## src/rtl/pse_pkg.sv

```systemverilog
`default_nettype none

package pse_pkg;

    localparam int DATA_W          = 32;
    localparam int VALUE_W         = 31;
    localparam int OP_W            = 3;
    localparam int DEPTH_W         = 5;
    localparam int STACK_DEPTH_DEF = 16;
    localparam int TOK_QUEUE_DEPTH = 2;

    // token opcodes on the input word; anything above OP_DIV is an unknown operator
    localparam logic [OP_W-1:0] OP_PUSH = 3'd0;
    localparam logic [OP_W-1:0] OP_ADD  = 3'd1;
    localparam logic [OP_W-1:0] OP_SUB  = 3'd2;
    localparam logic [OP_W-1:0] OP_MUL  = 3'd3;
    localparam logic [OP_W-1:0] OP_DIV  = 3'd4;

    // top of an empty stack, and what a pop of an empty stack yields
    localparam logic [DATA_W-1:0] EMPTY_TOP = '1;

    typedef enum logic [1:0] {
        KIND_PUSH    = 2'd0,
        KIND_ALU     = 2'd1,
        KIND_UNKNOWN = 2'd2
    } tok_kind_t;

    typedef enum logic [1:0] {
        ALU_ADD = 2'd0,
        ALU_SUB = 2'd1,
        ALU_MUL = 2'd2,
        ALU_DIV = 2'd3
    } alu_op_t;

    typedef struct packed {
        logic               start;
        tok_kind_t          kind;
        alu_op_t            alu;
        logic [VALUE_W-1:0] value;
    } tok_t;

    typedef struct packed {
        logic              start;
        logic              is_div;
        logic [DATA_W-1:0] a;
        logic [DATA_W-1:0] b;
    } md_req_t;

    typedef struct packed {
        logic              done;
        logic [DATA_W-1:0] result;
    } md_rsp_t;

endpackage

`default_nettype wire

```

## src/rtl/pse_muldiv.sv

```systemverilog
`default_nettype none

module pse_muldiv import pse_pkg::*;
(
    input  wire logic    clk,
    input  wire logic    rst_n,
    input  wire md_req_t req,
    output md_rsp_t      rsp
);

    localparam int SW = $clog2(DATA_W);

    typedef enum logic [2:0] {
        MD_IDLE = 3'b001,
        MD_RUN  = 3'b010,
        MD_FIX  = 3'b100
    } md_state_t;

    md_state_t         state_reg;
    md_state_t         state_next;
    logic              done_reg;
    logic [SW-1:0]     step_reg;
    logic              is_div_reg;
    logic              neg_reg;
    logic [DATA_W-1:0] acc_reg;   // product accumulator / partial remainder
    logic [DATA_W-1:0] x_reg;     // multiplicand / dividend shifting into quotient
    logic [DATA_W-1:0] y_reg;     // multiplier / divisor magnitude
    logic [DATA_W-1:0] result_reg;

    logic [DATA_W:0]   rem_sh;
    logic [DATA_W:0]   diff;
    logic              ge;
    logic [DATA_W-1:0] mul_sum;
    logic [DATA_W-1:0] a_mag;
    logic [DATA_W-1:0] b_mag;

    assign a_mag   = req.a[DATA_W-1] ? (~req.a + 1'b1) : req.a;
    assign b_mag   = req.b[DATA_W-1] ? (~req.b + 1'b1) : req.b;
    assign rem_sh  = {acc_reg, x_reg[DATA_W-1]};
    assign diff    = rem_sh - {1'b0, y_reg};
    assign ge      = !diff[DATA_W];
    assign mul_sum = acc_reg + (y_reg[0] ? x_reg : '0);

    always_comb
    begin
        state_next = state_reg;
        case (state_reg)
            MD_IDLE: if (req.start) state_next = MD_RUN;
            MD_RUN:  if (step_reg == SW'(DATA_W - 1)) state_next = MD_FIX;
            MD_FIX:  state_next = MD_IDLE;
            default: state_next = MD_IDLE;
        endcase
    end

    always_ff @(posedge clk or negedge rst_n)
    begin
        if (!rst_n)
        begin
            state_reg <= MD_IDLE;
            done_reg  <= 1'b0;
        end
        else
        begin
            state_reg <= state_next;
            done_reg  <= (state_reg == MD_FIX);
        end
    end

    always_ff @(posedge clk)
    begin
        case (state_reg)
            MD_IDLE:
            begin
                if (req.start)
                begin
                    is_div_reg <= req.is_div;
                    neg_reg    <= req.a[DATA_W-1] ^ req.b[DATA_W-1];
                    acc_reg    <= '0;
                    step_reg   <= '0;
                    x_reg      <= req.is_div ? a_mag : req.a;
                    y_reg      <= req.is_div ? b_mag : req.b;
                end
            end
            MD_RUN:
            begin
                step_reg <= step_reg + 1'b1;
                if (is_div_reg)
                begin
                    // restoring divide, one quotient bit per cycle
                    acc_reg <= ge ? diff[DATA_W-1:0] : rem_sh[DATA_W-1:0];
                    x_reg   <= {x_reg[DATA_W-2:0], ge};
                end
                else
                begin
                    // shift-add multiply, low word only
                    acc_reg <= mul_sum;
                    x_reg   <= {x_reg[DATA_W-2:0], 1'b0};
                    y_reg   <= {1'b0, y_reg[DATA_W-1:1]};
                end
            end
            MD_FIX:
            begin
                if (is_div_reg)
                begin
                    result_reg <= neg_reg ? (~x_reg + 1'b1) : x_reg;
                end
                else
                begin
                    result_reg <= acc_reg;
                end
            end
            default:
            begin
                step_reg <= '0;
            end
        endcase
    end

    assign rsp.done   = done_reg;
    assign rsp.result = result_reg;

endmodule

`default_nettype wire

```

## config.mk

```make
export PLATFORM = sky130hd
export DESIGN_NAME = pse_muldiv
export DESIGN_NICKNAME = d
export VERILOG_FILES = /design/src/rtl/pse_pkg.sv /design/src/rtl/pse_muldiv.sv
export SDC_FILE = /design/constraint.sdc
export NUM_CORES = 1
export LEC_CHECK = 0
export BUFFER_PORTS_ARGS = -buffer_cell sky130_fd_sc_hd__buf_2
export CAP_MARGIN = 20
export CORE_ASPECT_RATIO = 0.7
export CORE_MARGIN = 2
export CORE_UTILIZATION = 35
export DETAILED_ROUTE_END_ITERATION = 8
export PLACE_DENSITY = 0.5
export SYNTH_ARGS = -nofsm -noshare
export SYNTH_HDL_FRONTEND = slang
export SYNTH_SLANG_ARGS = --single-unit
```

## constraint.sdc

```tcl
create_clock -name clk -period 4.45 [get_ports clk]
set_clock_uncertainty 0.05 [all_clocks]
set_input_delay 0.2225 -clock clk [delete_from_list [all_inputs] [get_ports clk]]
set_output_delay 0.2225 -clock clk [all_outputs]
set_load 0.05 [all_outputs]
```

[After elaboration in Yosys (flattened, before gate mapping)]
Index checks and enable logic that the tools add are counted.
Storage, ports and cells
  input port bits: 68
  logic and storage cells: 56
  output and inout port bits: 33
  flip-flop bits (word level): 139
Operators by class
  bitwise gates (word level): 5
  eq/ne operators: 7
  reductions and logical operators: 7
  multiplexer cells: 22
  add/subtract/negate cells: 6
Operators by type and width (number)
  $mux W32: 13
  $pmux W32 S2: 3
  $add A32 B1 Y32 const B: 3
  $not A32 Y32: 3
  $sub A33 B32 Y33: 1
  $add A32 B32 Y32: 1
  $pmux W5 S3: 1
  $reduce_and A2 Y1: 4
  $mux W3: 2
  $ne A2 B2 Y1 const B: 3
  $pmux W3 S2: 1
  $add A5 B1 Y5 const B: 1
  $eq A5 B5 Y1 const B: 1
  $mux W5: 1
  $eq A3 B1 Y1 const B: 1
  $eq A3 B2 Y1 const B: 1
  $eq A3 B3 Y1 const B: 1
  $reduce_and A3 Y1: 1
  $reduce_bool A2 Y1: 1
  $logic_not A1 Y1: 1
  $mux W1: 1
  $not A1 Y1: 1
  $xor A1 B1 Y1: 1

[Logic depth before layout (Yosys ltp)]
  depth after elaboration: 6
  mapped depth: 13
  mapped depth without buffers: 12

[Least setup slack after synthesis]
Ideal clock, no wire load.
  path kind: register to register
  start point: register y_reg[0]
  end point: register acc_reg[24] (data pin)
  cell stages (with the launch flop): 14
  buffers on the path: 1
  arrival time: 3.231 ns
  required time: 4.129 ns
  path slack: 0.897 ns
  clock period less this slack: 3.553 ns
  library setup time: 0.271 ns
  path through: edfxtp_1 -> clkbuf_1 -> and2_1 -> ha_1 -> fa_1 -> a211oi_1 -> o21bai_1 -> o21ai_0 -> o221ai_1 -> a221o_1 -> a221o_1 -> a21oi_1 -> xor2_1 -> o22ai_1
Between the ends
  cells in the longest elaborated chain, start to end: 4
  elaborated cells between the ends (all ways): 6
  those cells by class: 2 x add/sub; 4 x mux
RTL lines
  from (decl): line pse_muldiv.sv:27  | logic [DATA_W-1:0] y_reg;
  from (signal assigned): line pse_muldiv.sv:81  | y_reg <= req.is_div ? b_mag : req.b;
  from (signal assigned): line pse_muldiv.sv:98  | y_reg <= {1'b0, y_reg[DATA_W-1:1]};
  $sub A33 B32 Y33 / $mux W32 (equally long branches): line pse_muldiv.sv:40, pse_muldiv.sv:42
  $mux W32 / $add A32 B32 Y32 (equally long branches): line pse_muldiv.sv:90, pse_muldiv.sv:42
  $mux W32 (*): line pse_muldiv.sv:87  | if (is_div_reg)
  $pmux W32 S2 (*): line pse_muldiv.sv:71  | case (state_reg)
  to (signal assigned): line pse_muldiv.sv:90  | acc_reg <= ge ? diff[DATA_W-1:0] : rem_sh[DATA_W-1:0];
  to (signal assigned): line pse_muldiv.sv:96  | acc_reg <= mul_sum;
  to (decl): line pse_muldiv.sv:25  | logic [DATA_W-1:0] acc_reg;
Mark *: on every way between the ends. The rest lies on a longest branch, timed or not.
A chain may end at the register's enable or synchronous reset.

[Worst setup path in the final report]
Same ends and word-level chain as after synthesis.

==> reports/results.md <==
| Group | Quantity | This run |
|:---|:---|:---|
| status | Outcome | finished clean |
| global routing | First-pass GRT wire length | 51,100 um |
| layout | Share of cells above drive strength 1 | 12.1% |
| placement | Total of buffers placed on input and output ports | 100 |
| detailed routing | Highest layer used for signal routing | met4 |
| detailed routing | 1st-iter DRT viols | 728 |
| detailed routing | Total Wirelength | 32,000 um |
| synthesis | Simple-gate area share of the yosys netlist | 17.5% |
| global routing | Maximum number of pins on one net before global-route repair | 115 |
| layout | Number of diodes | 0 |
| layout | Sequential cell area | 4160 sq um |
| pwr | PD cells | 732 nW/um^2 |
| pwr | Max VDD drop | 263 uV |
| layout | Nets | 1,536 |
| die | Effective utilization at floorplan | 35.7% |
| layout | Area growth from synthesis to layout | 13.4% |
| synthesis | Number of enable flip-flop cells after synthesis | 135 |
| synthesis | Most numerous cell in the Yosys netlist | a21oi_1 |
| clock tree | Clock-pin slew on the worst setup and hold paths | 0.06 ns |
| clock tree | Largest buffer count on any clock path | 2 |
| synthesis | Proportion of netlist area held by the largest area contributor | 35.1% |
| sta | Setup TNS | 0 ns |
| synthesis | Synth Area in Adders | 7.81% |
| global routing | Grt ovf | 0 |
| synthesis | Post-synth top cells | a21oi_1 (137), edfxtp_1 (135), nand2_1 (131), o21ai_0 (131), nor2_1 (92) |
| clock tree | Clock tree from TritonCTS | yes |
| sta | Number of slew-limit violations in the final report | 0 |
| synthesis | XOR/XNOR share of the synthesized area | 10.8% |
| layout | Area occupied by multi-input gates | 6980 sq um |
| setup path | Crit. Startpoint | y_reg[0]$_DFFE_PP_ |
| sta | Setup repair after global routing missed its margin | no |
| detailed routing | TritonRoute pass-1 iters | 5 |
| job | Reported max-cap violation count | 0 |
| clock tree | CTS Sinks | 139 |
| detailed routing | Remaining design rule violation count | 0 |
| global routing | Overall track demand over capacity in global routing | 18.6% |
| setup path | Cell depth of the worst flop-to-flop path | 12 |
| synthesis | Netlist area before placement | 11,600 sq um |
| setup path | CP endpoint | acc_reg[24]$_SDFFCE_PN0P_ |
| detailed routing | Avg WL per Cell | 17.4 um |
| die | Die extent in x | 221 um |
| placement | Final RePlAce weighted congestion | 0.868 |
| synthesis | YS warnings | 0 |
| clock tree | Worst-skew pair later-pin latency | 0.44 ns |
| sta | Final hold violation count | 0 |
| setup path | Maximum fanout count along the critical path | 30 |
| setup path | Arrival time worst endpoint | 4.19 ns |
| sta | Final critical-path share of the clock period | 91.7% |
| clock tree | Root cell of the clock tree | clkbuf_16 |
| synthesis | Cell type with the largest total area after synthesis | edfxtp_1 |
| clock tree | Number of buffers created by CTS | 17 |
| die | Number of placement rows | 55 |
| sta | Actual transition at the worst max-transition pin | 0.964 ns |
| synthesis | Register area share after synthesis | 35.9% |
| synthesis | Post-Synthesis Mean Instance Area | 8.73 sq um |
| synthesis | Post-synth top flop | edfxtp_1 |
| clock tree | Post CTS Setup Buffer Count | 0 |
| setup path | Critical setup path kind | reg2reg |
| setup path | Kind of start point of the critical path | register |
| sta | Peak clock frequency supported by timing | 245 MHz |
| synthesis | Top area cells in the synthesized netlist | edfxtp_1 (35%), ha_1 (7.5%), a21oi_1 (5.9%) |
| synthesis | Portion of netlist area occupied by mux cells | 2.98% |
| detailed routing | Number of routed nets with antenna violations | 0 |
| worst hold path | Worst Hold Class | in2async |
| die | Vertical die dimension | 156 um |
| die | Number of ports placed on the die boundary | 101 |
| sta | Number of endpoints failing setup at the final stage | 0 |
| detailed routing | Met3 wire length | 1350 um |
| synthesis | Largest family of logic cells by synthesized area | compound AO/OA/AOI/OAI gates |
| global routing | Vias in the first global route | 9,381 |
| pwr | Leakage Power | 5.23 nW |
| detailed routing | Wire length on met2 | 14,300 um |
| setup path | Slack of the worst reg-to-reg path | 0.37 ns |
| die | Die area | 34,500 sq um |
| detailed routing | Vias per cell | 5.40 |
| clock tree | Number of H-tree branching levels | 4 |
| global routing | Initial antenna violation count | 1 |
| setup path | Source of the worst register-to-register timing path | y_reg[0]$_DFFE_PP_ |
| die | Core outline area | 32,400 sq um |
| sta | Fin Hold WS | 0.0582 ns |
| detailed routing | Routed via count | 9,920 |
| synthesis | Gate count after technology mapping | 1,324 |
| synthesis | Seq cells post-synth | 139 |
| layout | Fill cells | 3,303 |
| detailed routing | Routed length on met1 | 15,900 um |
| setup path | Endpoint of the lowest-slack register-to-register path | acc_reg[24]$_SDFFCE_PN0P_ |
| sta | Relative slew slack | 35.7% |
| synthesis | Nets in the synthesized netlist | 1,463 |
| setup path | Category of the worst setup path capture point | register |
| synthesis | Cell variety after synth | 63 |
| synthesis | FFs w/ async S/R, synth | 2.88% |
| setup path | Crit path required time | 4.56 ns |
| sta | Final critical delay including setup and external delays | 4.08 ns |
| placement | Placed wire-length estimate after detailed placement | 24,400 um |
| synthesis | Compound-gate portion of the synthesized area | 21.1% |
worst min path at each step:
stage               cells after the start  start                  endpoint  slack [ns]
CTS                                     2  rst_n  state_reg[1]$_DFFE_PN0P_        0.03
floorplan                               0  rst_n        done_reg$_DFF_PN0_       -0.12
finish                                  2  rst_n        done_reg$_DFF_PN0_        0.06
global placement                        1  rst_n        done_reg$_DFF_PN0_       -0.02
detailed placement                      1  rst_n        done_reg$_DFF_PN0_       -0.02
global route                            2  rst_n        done_reg$_DFF_PN0_        0.06
through the flow:
stage	setup WS, ns	total power, mW	util (%)	area, sq um	instances
2_1_floorplan	0.897	6.69	-	11600	1324
3_3_place_gp	0.583	8.15	38.5	12500	1802
3_5_place_dp	0.455	8.16	38.5	12500	1802
4_1_cts	0.445	9.66	40.3	13100	1835
5_1_grt	0.143	10.4	40.5	13100	1837
6_report	0.370	9.61	40.5	13100	1837
kinds of logic (layout without fill, tap and decap cells):
| kind of cell | Yosys count | after routing |
|---|---|---|
| flip-flops | 139 | 139 |
| buffers and inverters | 117 | 203 |
| AND/OR/NAND/NOR | 410 | 410 |
| AO/OA/AOI/OAI | 410 | 410 |
| adder cells (fa/ha/maj) | 71 | 71 |
| multiplexers | 34 | 34 |
| XOR/XNOR | 143 | 143 |
repair_timing:
item,4_1_cts,5_1_grt
hold buffers,1,0
hold endpoints to repair,4,0
resized for setup,0,0
critical path, cell delays in order (launching register included):
cell,delay (ns)
edfxtp_1,0.44
buf_4,0.24
and2_1,0.21
fa_1,0.44
a211oi_1,0.31
o21bai_1,0.17
o21ai_0,0.45
o221ai_1,0.27
a221o_1,0.42
a221o_1,0.33
a21oi_1,0.19
xor2_1,0.17
o22ai_1,0.09
placed cells by master (no fill, tap or decap), types with 7 or more instances in the layout:
cell type / n
inv_1: 57
and3_1: 11
and2_1: 42
nor2b_1: 10
or3_1: 8
o31ai_1: 16
a21o_1: 29
xnor2_1: 75
o21ai_0: 131
buf_2: 100
xor2_1: 68
nor2_1: 91
nand3_1: 14
edfxtp_1: 135
or4_1: 7
a31oi_1: 16
ha_1: 69
a21oi_1: 137
o22ai_1: 18
nor3_1: 27
o21bai_1: 9
clkbuf_16: 17
nand2b_1: 17
nor4_1: 10
nand2_1: 131
nand4_1: 10
buf_4: 9
mux2i_1: 31
a211oi_1: 13
power breakdown:
| part | internal, mW | total, mW | switching, mW | leakage, nW |
|---|---|---|---|---|
| Clock | 0.891 | 1.46 | 0.572 | 0.285 |
| Sequential | 2.08 | 2.60 | 0.515 | 1.34 |
| Combinational | 2.27 | 5.55 | 3.28 | 3.61 |
final cells by class:
cell class	instances	share of cell area [%]
inverters	58	1.66
flip-flops and latches	139	31.7
multi-input cells	1068	53.2
well taps	427	4.07
repair buffers	113	4.92
clock buffers	23	3.49
clock inverters	9	0.935
per-layer routing:
metal  vias to the layer above  track usage (%)
met3                        22             3.71
met4                         0             4.06
li1                       4973                -
met5                         -                0
met2                       188             29.0
met1                      4737             26.7
Power figures use the tool's default switching activity.
